$ cat src/hw/rtl/masked_word_pattern_scanner_macros.svh
// ----------------------------------------------------------------------------
// Masked word pattern scanner assertion macros
// Shared concurrent assertion forms for the scanner design.
// ----------------------------------------------------------------------------
`ifndef MASKED_WORD_PATTERN_SCANNER_MACROS_SVH
`define MASKED_WORD_PATTERN_SCANNER_MACROS_SVH

// Consequent must hold in the same cycle as the antecedent.
`define MWPS_ASSERT_SAME(label, clk, rst, ante, cons, msg) \
   label: assert property (@(posedge clk) disable iff (rst) (ante) |-> (cons)) \
      else $error(msg);

// Consequent must hold in the cycle after the antecedent.
`define MWPS_ASSERT_NEXT(label, clk, rst, ante, cons, msg) \
   label: assert property (@(posedge clk) disable iff (rst) (ante) |=> (cons)) \
      else $error(msg);

`endif

$ cat src/hw/rtl/mwps_pkg.sv
// ----------------------------------------------------------------------------
// Masked word pattern scanner package
// Fixed constants, register indexes and the masked compare function.
// ----------------------------------------------------------------------------
package mwps_pkg;

   localparam int WORD_BITS      = 32;
   localparam int WINDOW_WORDS   = 3;
   localparam int CSR_INDEX_BITS = 3;

   typedef logic [WORD_BITS-1:0]      word_type;
   typedef logic [CSR_INDEX_BITS-1:0] csr_index_type;

   localparam csr_index_type CSR_PATTERN_FIRST   = 3'd0;
   localparam csr_index_type CSR_PATTERN_SECOND  = 3'd1;
   localparam csr_index_type CSR_PATTERN_THIRD   = 3'd2;
   localparam csr_index_type CSR_CARE_FIRST      = 3'd3;
   localparam csr_index_type CSR_CARE_SECOND     = 3'd4;
   localparam csr_index_type CSR_CARE_THIRD      = 3'd5;
   localparam csr_index_type CSR_SCAN_START_WORD = 3'd6;
   localparam csr_index_type CSR_SCAN_END_WORD   = 3'd7;

   localparam word_type PATTERN_RESET    = 32'h0000_0000;
   localparam word_type CARE_RESET       = 32'hFFFF_FFFF;
   localparam word_type START_WORD_RESET = 32'h0002_0000;
   localparam word_type END_WORD_RESET   = 32'h00A0_0000;

   // True when every bit selected by care agrees between word and pattern.
   function automatic logic masked_match(input word_type word,
                                         input word_type pattern,
                                         input word_type care);
      return ((word ^ pattern) & care) == '0;
   endfunction

endpackage

$ cat src/hw/rtl/mwps_req_if.sv
// ----------------------------------------------------------------------------
// Scanner request channel
// Carries one image word and its final-word marker per handshake.
// ----------------------------------------------------------------------------
interface mwps_req_if;
   logic                 valid;
   logic                 ready;
   mwps_pkg::word_type   image_word;
   logic                 final_word;

   modport source (output valid, output image_word, output final_word, input ready);
   modport sink   (input valid, input image_word, input final_word, output ready);
endinterface

$ cat src/hw/rtl/mwps_rsp_if.sv
// ----------------------------------------------------------------------------
// Scanner response channel
// Carries the found flag and byte offset of one scanned image.
// ----------------------------------------------------------------------------
interface mwps_rsp_if #(
   parameter int INDEX_BITS = 24
);
   logic                    valid;
   logic                    ready;
   logic                    found;
   logic [INDEX_BITS+1:0]   byte_offset;

   modport source (output valid, output found, output byte_offset, input ready);
   modport sink   (input valid, input found, input byte_offset, output ready);
endinterface

$ cat src/hw/rtl/mwps_cell.sv
// ----------------------------------------------------------------------------
// Scanner window cell
// Holds one window word, shifts it on to the next cell and compares it.
// ----------------------------------------------------------------------------
module mwps_cell (
   input  logic               clock,
   input  logic               load,
   input  mwps_pkg::word_type word_in,
   input  mwps_pkg::word_type pattern,
   input  mwps_pkg::word_type care,
   output mwps_pkg::word_type word_out,
   output logic               hit
);

   mwps_pkg::word_type word_ff;

   always_ff @(posedge clock) begin
      if (load) begin
         word_ff <= word_in;
      end
   end

   assign word_out = word_ff;
   assign hit      = mwps_pkg::masked_match(word_ff, pattern, care);

endmodule

$ cat src/hw/rtl/masked_word_pattern_scanner.sv
// ----------------------------------------------------------------------------
// Masked word pattern scanner
// Finds the first three-word masked pattern inside a range of an image stream.
// ----------------------------------------------------------------------------
// The scanner takes one 32-bit image word per cycle on the request channel and
// reports, on the word marked final, whether a window of three consecutive
// words matched the pattern registers under the care masks, together with the
// byte offset (four times the start word index) of the first such window, or
// zero when none matched. The window is a short chain of cells that shifts
// one word per accepted word, and the compare of the stored words with the
// newest one is combinational. Results sit in an output register, so words
// keep flowing while a result is being taken; only a result that is still
// waiting stalls the next word. A start index counts only if it is at least
// scan_start_word and, plus three, below scan_end_word. After the final word
// the word counter and match state start over; the window cells are not
// cleared and the registers keep their values. Registers should be written
// only between images.
// ----------------------------------------------------------------------------
module masked_word_pattern_scanner #(
   parameter int INDEX_BITS = 24
) (
   input  logic                          clock,
   input  logic                          reset,
   input  logic                          csr_write_en,
   input  mwps_pkg::csr_index_type       csr_index,
   input  mwps_pkg::word_type            csr_wdata,
   mwps_req_if.sink                      req_chan,
   mwps_rsp_if.source                    rsp_chan
);

`include "masked_word_pattern_scanner_macros.svh"

   localparam int CountBits  = INDEX_BITS + 1;
   localparam int OffsetBits = INDEX_BITS + 2;
   localparam int Cells      = mwps_pkg::WINDOW_WORDS - 1;

   // Configuration registers. Index 0 of the arrays is the oldest window word.
   mwps_pkg::word_type       pattern_ff [mwps_pkg::WINDOW_WORDS];
   mwps_pkg::word_type       care_ff    [mwps_pkg::WINDOW_WORDS];
   logic [INDEX_BITS-1:0]    start_ff;
   logic [CountBits-1:0]     end_ff;

   always_ff @(posedge clock) begin
      if (reset) begin
         for (int k = 0; k < mwps_pkg::WINDOW_WORDS; k++) begin
            pattern_ff[k] <= mwps_pkg::PATTERN_RESET;
            care_ff[k]    <= mwps_pkg::CARE_RESET;
         end
         start_ff <= mwps_pkg::START_WORD_RESET[INDEX_BITS-1:0];
         end_ff   <= mwps_pkg::END_WORD_RESET[CountBits-1:0];
      end else if (csr_write_en) begin
         unique case (csr_index)
            mwps_pkg::CSR_PATTERN_FIRST:   pattern_ff[0] <= csr_wdata;
            mwps_pkg::CSR_PATTERN_SECOND:  pattern_ff[1] <= csr_wdata;
            mwps_pkg::CSR_PATTERN_THIRD:   pattern_ff[2] <= csr_wdata;
            mwps_pkg::CSR_CARE_FIRST:      care_ff[0]    <= csr_wdata;
            mwps_pkg::CSR_CARE_SECOND:     care_ff[1]    <= csr_wdata;
            mwps_pkg::CSR_CARE_THIRD:      care_ff[2]    <= csr_wdata;
            mwps_pkg::CSR_SCAN_START_WORD: start_ff      <= csr_wdata[INDEX_BITS-1:0];
            mwps_pkg::CSR_SCAN_END_WORD:   end_ff        <= csr_wdata[CountBits-1:0];
            default: begin
            end
         endcase
      end
   end

   // Handshake. A word is taken unless a result is still waiting at the output.
   logic rsp_valid_ff;
   logic accept;

   assign req_chan.ready = !rsp_valid_ff || rsp_chan.ready;
   assign accept         = req_chan.valid && req_chan.ready;

   // Window chain. The newest cell is fed by the request word, and each cell
   // passes its word to the next older cell when a word is accepted.
   mwps_pkg::word_type cell_word [Cells];
   logic [Cells-1:0]   cell_hit;

   for (genvar k = 0; k < Cells; k++) begin : g_cell
      mwps_pkg::word_type feed;
      if (k == Cells - 1) begin : g_newest
         assign feed = req_chan.image_word;
      end else begin : g_inner
         assign feed = cell_word[k+1];
      end

      mwps_cell u_cell (
         .clock    (clock),
         .load     (accept),
         .word_in  (feed),
         .pattern  (pattern_ff[k]),
         .care     (care_ff[k]),
         .word_out (cell_word[k]),
         .hit      (cell_hit[k])
      );
   end

   logic newest_hit;
   logic window_hit;

   assign newest_hit = mwps_pkg::masked_match(req_chan.image_word,
                                              pattern_ff[mwps_pkg::WINDOW_WORDS-1],
                                              care_ff[mwps_pkg::WINDOW_WORDS-1]);
   assign window_hit = (&cell_hit) && newest_hit;

   // Word counter and range check for the window start.
   logic [CountBits-1:0]   word_count_ff;
   logic [CountBits-1:0]   word_count_in;
   logic                   match_seen_ff;
   logic                   match_seen_in;
   logic [INDEX_BITS-1:0]  match_index_ff;
   logic [INDEX_BITS-1:0]  match_index_in;

   logic [OffsetBits-1:0]  count_ext;
   logic [OffsetBits-1:0]  start_pos;
   logic                   window_full;
   logic                   in_range;
   logic                   take_match;

   assign count_ext   = {1'b0, word_count_ff};
   assign window_full = count_ext >= OffsetBits'(Cells);
   assign start_pos   = count_ext - OffsetBits'(Cells);
   assign in_range    = window_full
                        && (start_pos >= {2'b00, start_ff})
                        && ((start_pos + OffsetBits'(mwps_pkg::WINDOW_WORDS))
                            < {1'b0, end_ff});
   assign take_match  = !match_seen_ff && in_range && window_hit;

   always_comb begin
      word_count_in  = word_count_ff;
      match_seen_in  = match_seen_ff;
      match_index_in = match_index_ff;
      if (take_match) begin
         match_seen_in  = 1'b1;
         match_index_in = start_pos[INDEX_BITS-1:0];
      end
      // The counter holds once it reaches its largest value.
      if (word_count_ff != '1) begin
         word_count_in = word_count_ff + CountBits'(1);
      end
   end

   always_ff @(posedge clock) begin
      if (reset) begin
         word_count_ff  <= '0;
         match_seen_ff  <= 1'b0;
         match_index_ff <= '0;
      end else if (accept) begin
         if (req_chan.final_word) begin
            word_count_ff  <= '0;
            match_seen_ff  <= 1'b0;
            match_index_ff <= '0;
         end else begin
            word_count_ff  <= word_count_in;
            match_seen_ff  <= match_seen_in;
            match_index_ff <= match_index_in;
         end
      end
   end

   // Output register, loaded by the final word of each image.
   logic                   rsp_found_ff;
   logic [OffsetBits-1:0]  rsp_offset_ff;

   always_ff @(posedge clock) begin
      if (reset) begin
         rsp_valid_ff <= 1'b0;
      end else if (accept && req_chan.final_word) begin
         rsp_valid_ff <= 1'b1;
      end else if (rsp_chan.ready) begin
         rsp_valid_ff <= 1'b0;
      end
   end

   always_ff @(posedge clock) begin
      if (accept && req_chan.final_word) begin
         rsp_found_ff  <= match_seen_in;
         rsp_offset_ff <= match_seen_in ? {match_index_in, 2'b00} : '0;
      end
   end

   assign rsp_chan.valid       = rsp_valid_ff;
   assign rsp_chan.found       = rsp_found_ff;
   assign rsp_chan.byte_offset = rsp_offset_ff;

   // A waiting result must block the next word so it cannot be overwritten.
   `MWPS_ASSERT_SAME(a_hold_input, clock, reset, rsp_valid_ff && !rsp_chan.ready, !req_chan.ready, "input accepted while a result waits")
   // A final word leaves a result and a cleared scan behind.
   `MWPS_ASSERT_NEXT(a_final_clears, clock, reset, !reset && accept && req_chan.final_word, rsp_valid_ff && word_count_ff == '0 && !match_seen_ff, "final word did not produce a result or clear the scan")
   // The first latched match stays put until the image ends.
   `MWPS_ASSERT_NEXT(a_match_sticky, clock, reset, !reset && match_seen_ff && !(accept && req_chan.final_word), match_seen_ff && $stable(match_index_ff), "latched match changed inside an image")
   // An empty result always carries a zero offset.
   `MWPS_ASSERT_SAME(a_zero_offset, clock, reset, rsp_valid_ff && !rsp_found_ff, rsp_offset_ff == '0, "offset nonzero without a match")

endmodule

$ cat src/flat_wrapper.sv
// flat-port wrapper written by rule: the top's interface ports become plain ports
module masked_word_pattern_scanner_flat 
#(
   parameter int INDEX_BITS = 24
)
  (clock, reset, csr_write_en, csr_index, csr_wdata, req_chan_valid, req_chan_image_word, req_chan_final_word, req_chan_ready, rsp_chan_valid, rsp_chan_found, rsp_chan_byte_offset, rsp_chan_ready);
  mwps_req_if req_chan_i ();
  mwps_rsp_if #(.INDEX_BITS(INDEX_BITS)) rsp_chan_i ();
  input  logic clock;
  input  logic reset;
  input  logic csr_write_en;
  input  mwps_pkg::csr_index_type csr_index;
  input  mwps_pkg::word_type csr_wdata;
  input wire logic [$bits(req_chan_i.valid)-1:0] req_chan_valid;
  input wire logic [$bits(req_chan_i.image_word)-1:0] req_chan_image_word;
  input wire logic [$bits(req_chan_i.final_word)-1:0] req_chan_final_word;
  output wire logic [$bits(req_chan_i.ready)-1:0] req_chan_ready;
  output wire logic [$bits(rsp_chan_i.valid)-1:0] rsp_chan_valid;
  output wire logic [$bits(rsp_chan_i.found)-1:0] rsp_chan_found;
  output wire logic [$bits(rsp_chan_i.byte_offset)-1:0] rsp_chan_byte_offset;
  input wire logic [$bits(rsp_chan_i.ready)-1:0] rsp_chan_ready;
  assign req_chan_i.valid = req_chan_valid;
  assign req_chan_i.image_word = req_chan_image_word;
  assign req_chan_i.final_word = req_chan_final_word;
  assign req_chan_ready = req_chan_i.ready;
  assign rsp_chan_valid = rsp_chan_i.valid;
  assign rsp_chan_found = rsp_chan_i.found;
  assign rsp_chan_byte_offset = rsp_chan_i.byte_offset;
  assign rsp_chan_i.ready = rsp_chan_ready;
  masked_word_pattern_scanner #(.INDEX_BITS(INDEX_BITS)) u_core (.clock(clock), .reset(reset), .csr_write_en(csr_write_en), .csr_index(csr_index), .csr_wdata(csr_wdata), .req_chan(req_chan_i), .rsp_chan(rsp_chan_i));
endmodule
$ cat config.mk
export PLATFORM = sky130hd
export DESIGN_NAME = masked_word_pattern_scanner_flat
export DESIGN_NICKNAME = d
export VERILOG_FILES = /design/src/hw/rtl/mwps_pkg.sv /design/src/hw/rtl/mwps_req_if.sv /design/src/hw/rtl/mwps_rsp_if.sv /design/src/hw/rtl/mwps_cell.sv /design/src/hw/rtl/masked_word_pattern_scanner.sv /design/src/flat_wrapper.sv
export VERILOG_INCLUDE_DIRS = /design/src /design/src/hw/rtl
export SDC_FILE = /design/constraint.sdc
export NUM_CORES = 1
export LEC_CHECK = 0
export BUFFER_PORTS_ARGS = -buffer_cell sky130_fd_sc_hd__buf_2
export CAP_MARGIN = 20
export CORE_ASPECT_RATIO = 1.4
export CORE_MARGIN = 1
export CORE_UTILIZATION = 30
export DETAILED_ROUTE_END_ITERATION = 16
export PLACE_DENSITY = 0.45
export SYNTH_ARGS = -nofsm -noshare
export SYNTH_HDL_FRONTEND = slang
export SYNTH_SLANG_ARGS = --single-unit
export TNS_END_PERCENT = 50
$ cat constraint.sdc
create_clock -name clock -period 9.85 [get_ports clock]
set_clock_uncertainty 0.05 [all_clocks]
set_input_delay 0.985 -clock clock [delete_from_list [all_inputs] [get_ports clock]]
set_output_delay 0.985 -clock clock [all_outputs]
set_load 0.01 [all_outputs]
---- Word level (Yosys, flattened, before mapping) ----
Memories as Yosys holds them, arrays and structs flattened.
Cells that the tools add are included.
storage, ports and cells
  input port bits ......................... 73
  logic and storage cells ................. 99
  RAM bits ................................ 192
  output and inout port bits .............. 29
  register bits ........................... 191
  memories kept ........................... 2
cells by class
  add/sub/neg operators ................... 3
  bitwise logic cells ..................... 12
  equal/unequal tests ..................... 8
  multiplexer cells ....................... 40
  reduce and logical (&&, ||, !) cells .... 20
  order comparisons ....................... 3
memories
  name               depth  width  read ports  clocked after memory_dff  write ports  line                               source
  u_core.care_ff     3      32     3           0                         3            masked_word_pattern_scanner.sv:39  mwps_pkg::word_type care_ff [mwps_pkg::WINDOW_WORDS];
  u_core.pattern_ff  3      32     3           0                         3            masked_word_pattern_scanner.sv:38  mwps_pkg::word_type pattern_ff [mwps_pkg::WINDOW_WORDS];
operators by type and width
  operator                                                                 count
  32-bit 2-to-1 mux                                                        6
  32-bit bitwise AND                                                       3
  32-bit logical NOT                                                       3
  32-bit bitwise XOR                                                       3
  25-bit 2-to-1 mux                                                        2
  24-bit 2-to-1 mux                                                        2
  1-bit 2-to-1 mux                                                         30
  26-bit by 2-bit adder with 26-bit output (second input constant)         1
  26-bit by 24-bit >= comparator with 1-bit output                         1
  26-bit by 25-bit < comparator with 1-bit output                          1
  25-bit by 2-bit subtractor with 26-bit output (second input constant)    1
  25-bit by 1-bit adder with 25-bit output (second input constant)         1
  25-bit by 2-bit >= comparator with 1-bit output (second input constant)  1
  25-bit inequality test (second input constant)                           1
  3-bit equality test (second input constant)                              4
  2-bit AND reduction                                                      4
  1-bit logical AND                                                        7
  3-bit by 2-bit equality test with 1-bit output (second input constant)   2
  1-bit bitwise OR                                                         6
  2-bit nonzero test                                                       2
  3-bit by 1-bit equality test with 1-bit output (second input constant)   1
  3-bit logical NOT                                                        1
  1-bit logical NOT                                                        2
  1-bit logical OR                                                         1

---- Longest topological paths before layout ----
An unclocked memory read counts as a cell.
  depth in word-level cells ............... 9
  depth in mapped cells ................... 21
  mapped depth without buffers ............ 18

---- Hierarchy ----
From an unflattened synthesis, not the netlist that was laid out.
second synthesis, totals
  cell total of the unflattened synthesis .. 1,486
  area, all modules ....................... 17,448.0 um2
modules (own cells, without submodules)
  module                       instances  area an instance (um2)  seq. area each (um2)  cells an instance
  masked_word_pattern_scanner  1          14,650.3                8,518.2               1,316
  mwps_cell                    2          1,398.8                 960.9                 85

---- Worst setup path after synthesis ----
OpenSTA, ideal clock, no wires.
  kind .................................... reg2reg
  from .................................... register u_core.word_count_ff[1]
  to ...................................... register u_core.match_index_ff[10]
  period minus slack after synthesis ...... 4.605 ns
  arrival ................................. 4.423 ns
  path buffers ............................ 1
  setup slack ............................. 5.245 ns
  required time ........................... 9.668 ns
  cell stages (with the launch flop) ...... 20
  library setup time ...................... 0.132 ns
  cell sequence ........................... dfxtp_1 > inv_1 > ha_1 > xnor2_1 > or3_1 > or3_1 > nor3_2 > nand4_1 > mux2i_1 > a31oi_1 > xnor2_1 > ha_1 > a21o_1 > a21oi_1 > o211ai_1 > a21o_1 > a21oi_1 > clkbuf_1 > a2bb2oi_1 > a31oi_1
between the ends
  word-level cells in the longest chain between the ends .. 8
  elaborated cells on any way between the ends .. 11
  those cells by class .................... add/sub (2); order compare (3); mux (2); reduce/logical (4)
RTL lines
  element                                                                                                              line                                                                    source
  from (decl)                                                                                                          masked_word_pattern_scanner.sv:107                                      logic [CountBits-1:0] word_count_ff;
  from (signal assigned)                                                                                               masked_word_pattern_scanner.sv:154                                      word_count_ff <= word_count_in;
  25-bit by 2-bit subtractor with 26-bit output                                                                        masked_word_pattern_scanner.sv:122                                      assign start_pos = count_ext - OffsetBits'(Cells);
  26-bit by 2-bit adder with 26-bit output / 26-bit by 24-bit >= comparator with 1-bit output (equally long branches)  masked_word_pattern_scanner.sv:125, masked_word_pattern_scanner.sv:124
  26-bit by 25-bit < comparator with 1-bit output / 1-bit logical AND (equally long branches)                          masked_word_pattern_scanner.sv:126, masked_word_pattern_scanner.sv:124
  1-bit logical AND                                                                                                    masked_word_pattern_scanner.sv:125                                      && ((start_pos + OffsetBits'(mwps_pkg::WINDOW_WORDS))
  1-bit logical AND (2 in a row)                                                                                       masked_word_pattern_scanner.sv:127                                      assign take_match = !match_seen_ff && in_range && window_hit;
  24-bit 2-to-1 mux *                                                                                                  masked_word_pattern_scanner.sv:133                                      if (take_match) begin
  24-bit 2-to-1 mux *                                                                                                  masked_word_pattern_scanner.sv:149                                      if (req_chan.final_word) begin
  to (signal assigned)                                                                                                 masked_word_pattern_scanner.sv:156                                      match_index_ff <= match_index_in;
  to (decl)                                                                                                            masked_word_pattern_scanner.sv:111                                      logic [INDEX_BITS-1:0] match_index_ff;
Every way passes the cells marked *; elsewhere a longest branch is shown, timed or not.
A chain may end at the register's enable or synchronous reset.

---- Worst setup path in the final report ----
  from .................................... register u_core.word_count_ff[1]
  to ...................................... register u_core.match_index_ff[12]
Same word-level chain as after synthesis.

==> summary.md <==
| Metric | Value |
|---|---|
| Fmax | `0.167 GHz` |
| Worst setup path category | `register to register` |
| Chip width | `206 um` |
| Worst r2r src | `u_core.word_count_ff[1]$_SDFFE_PP0P_` |
| Unrepaired setup endpoints after global routing | `no` |
| Post-synthesis instance area | `0.0174 mm2` |
| Hold Startpoint | `u_core.start_ff[14]$_SDFFE_PP0P_` |
| Final core utilization | `0.350` |
| Synthesis-stage register bit count | `381` |
| Post-Place Cells | `2265` |
| Max H-tree Level | `2` |
| Hold WS | `408 ps` |
| All-Layer GR Usage | `0.177` |
| Commonest non-fill, non-tap cell in the layout | `edfxtp_1` |
| Routability cong. | `0.816` |
| Largest stage delay on the critical path | `570 ps` |
| Inserted Clock Buffers | `39` |
| Vias in the first global route | `11800` |
| Routed WL per cell | `22.4 um` |
| Worst-path cell chain | `inv_1 > ha_1 > xnor2_1 > or3_1 > or3_1 > nor3_2 > nand4_1 > mux2i_1 > a31oi_1 > xnor2_1 > ha_1 > a21o_1 > a21oi_1 > o211ai_1 > a21o_1 > a21oi_4 > buf_4 > o21ai_1 > buf_4 > a211o_1` |
| CTS tree | `built` |
| CP Max Fanout | `51` |
| Synth warnings | `0` |
| Ratio of final minimum period to clock period | `0.609` |
| Count of cell types in the netlist | `65` |
| Post-route setup TNS | `0 ps` |
| Top_reg_cell synth | `edfxtp_1` |
| Post-synth EDFFs | `281` |
| Post-DP HPWL | `36.6 mm` |
| Setup bufs post-CTS | `0` |
| Top delay family on crit path | `compound AO/OA/AOI/OAI gates` |
| CP startpoint | `u_core.word_count_ff[1]$_SDFFE_PP0P_` |
| Cells after synthesis | `1481` |
| # clock sinks | `381` |
| Die H | `287 um` |
| Endpoints failing hold | `0` |
| CP arrival | `6400 ps` |
| Seq/Total Area, Yosys | `0.600` |
| P&R area growth vs syn | `15.3%` |
| Finished Layout Cells | `2339` |
| Core Box Area | `0.0574 mm2` |
| Avg Inst Size Synth | `11.8 um2` |
| I/O pin count | `102` |
| Max IR drop VDD | `0.0000976 V` |
| Worst setup SP type | `register` |
| Leak | `0.00724 uW` |
| Worst skew pair latency | `570 ps` |
| First-pass GRT wire length | `77.1 mm` |
| Initial antenna violation count | `2` |
| Pwr Total | `3740 uW` |
| Final #Nets | `1692` |
| Layout cells sized above 1 | `0.134` |
| Grt total ovfl | `0` |
| Worst EP required | `10250 ps` |
| Die area | `0.0590 mm2` |
| Drt via density | `4.95` |
| Relative slew slack | `0.274` |
| IO buf count | `99` |
| Slew @ Worst Pin | `1080 ps` |
| Setup crit end kind | `register` |
| Row count | `104` |
| Tmin final | `6000 ps` |
| Buffers and inverters on the worst path | `3` |
| DRC Markers | `0` |
| Outcome | `finished clean` |
| Initial Util | `0.303` |
| Max stage delay cell, worst path | `dfxtp_1` |
| Reg clk slew, reported paths | `60 ps` |
| Post-CTS Hold Buffers | `0` |
| Final WL | `52.3 mm` |
| Most frequent cells in the layout | `edfxtp_1, nand2_1, xor2_1, dfxtp_1, buf_2` |
| Max cap viols | `0` |
| CTS Buffer Depth | `3` |
| Cell area power density | `186 mW/mm2` |
| Slew Viols, Final | `0` |
| Hold Crit Class | `register to register` |
| Final setup fails | `0` |
| DR vias | `11600` |
| Iteration-0 DRC Markers | `749` |
| CTS Root Cell | `clkbuf_16` |
| Largest net degree at the start of global routing | `76` |
| Antenna Nets Post-Route | `0` |
| Drt first pass iters | `7` |
| FFs w/ async S/R, synth | `0` |
| CTS resizes | `0` |
-- state kept, by name (all words and copies together) (netlist names), 24 cells and up --
signal / flops
u_core.rsp_chan.byte_offset: 24
u_core.match_index_ff: 24
u_core.pattern_ff: 96
u_core.care_ff: 96
u_core.end_ff: 25
u_core.start_ff: 24
u_core.g_cell.u_cell.word_out: 64
u_core.word_count_ff: 25
-- area by class of cell --
type,instances,area (um2)
Fill cell,5676,37300
Sequential cell,381,10400
Multi-Input combinational cell,942,6420
Clock buffer,53,1090
Tap cell,742,928
Timing Repair Buffer,123,691
Inverter,79,298
Clock inverter,18,218
Antenna cell,1,2.50
-- routing by layer --
layer | vias to the layer above | global-route usage | part of all wire
met5 | - | 0 | 0.00061
met4 | 4 | 0.0589 | 0.028
met3 | 72 | 0.0254 | 0.036
met2 | 240 | 0.324 | 0.52
met1 | 5699 | 0.210 | 0.41
li1 | 5557 | - | -
-- power by group --
group / internal (uW) / switching, uW
Clock: 888 / 660
Sequential: 1810 / 35.3
Combinational: 118 / 223
Total: 2820 / 918
-- path summary, 6_finish.rpt --
check | end | cells after the start | slack [ps]
setup / recovery | u_core.match_index_ff[12]$_SDFFE_PP0P_ | 20 | 3850
hold reg to reg | u_core.start_ff[14]$_SDFFE_PP0P_ | 2 | 410
setup reg to reg | u_core.match_index_ff[12]$_SDFFE_PP0P_ | 20 | 3850
hold / removal | u_core.start_ff[14]$_SDFFE_PP0P_ | 2 | 410
-- worst reg2reg max path, stage by stage (launching register included) --
cell	delay, ps
dfxtp_1	570
inv_1	130
ha_1	290
xnor2_1	210
or3_1	390
or3_1	430
nor3_2	430
nand4_1	300
mux2i_1	190
a31oi_1	220
xnor2_1	160
ha_1	280
a21o_1	160
a21oi_1	200
o211ai_1	130
a21o_1	200
a21oi_4	130
buf_4	520
o21ai_1	330
buf_4	300
a211o_1	290
-- logic make-up (layout without fill, tap and decap cells) --
kind of cell,count (synthesis),count (layout),share of synthesized area
muxes,3,3,0.00172
buffers and inverters,159,273,0.0360
other,1,3,0.000215
xor gates and xnor gates,157,157,0.0790
and+or+nand+nor,457,457,0.140
AOI/OAI and AO/OA,270,270,0.106
DFF,381,381,0.600
adders and majority gates,53,53,0.0381
-- synthesized netlist by cell type, types with 2 or more instances --
library cell	count	area [um2]
edfxtp_1	281	8440
nand2_1	159	597
xor2_1	122	1070
dfxtp_1	100	2000
inv_1	79	297
a21oi_1	67	335
clkbuf_1	63	236
or3_1	62	388
ha_1	53	663
nor2_1	49	184
a22oi_1	47	353
and2_1	38	238
o21ai_0	35	175
xnor2_1	35	307
nand4_1	32	200
nand2b_1	27	169
nand3_1	25	125
a31oi_1	24	150
a2bb2oi_1	23	201
o2111ai_1	19	166
nor3_1	18	90.1
o211ai_1	13	97.6
buf_2	10	50.1
a21o_1	8	60.1
nor4_1	8	50.1
a211oi_1	6	45.0
and4_1	6	52.6
o21a_1	5	37.5
a2111oi_0	4	35.0
a211o_1	4	35.0
buf_4	4	30.0
nor3b_1	4	30.0
and3_1	3	18.8
mux2i_1	3	30.0
nand3b_1	3	22.5
nor3_2	3	30.0
o31ai_1	3	22.5
clkbuf_2	2	10.0
nand4_2	2	25.0
nand4b_1	2	17.5
nor2b_1	2	12.5
nor4_2	2	25.0
nor4_4	2	42.5
o2111a_1	2	22.5
or2_2	2	12.5
-- metrics by stage --
stage                     worst slack [ps]  instance area [um2]
final                                 3850                20100
after global routing                  3440                20100
after CTS                             3860                20100
after detailed placement              3860                18700
after global placement                3950                18700
after floorplan                       5240                17400
No activity file was read; power rests on OpenSTA's default activity.
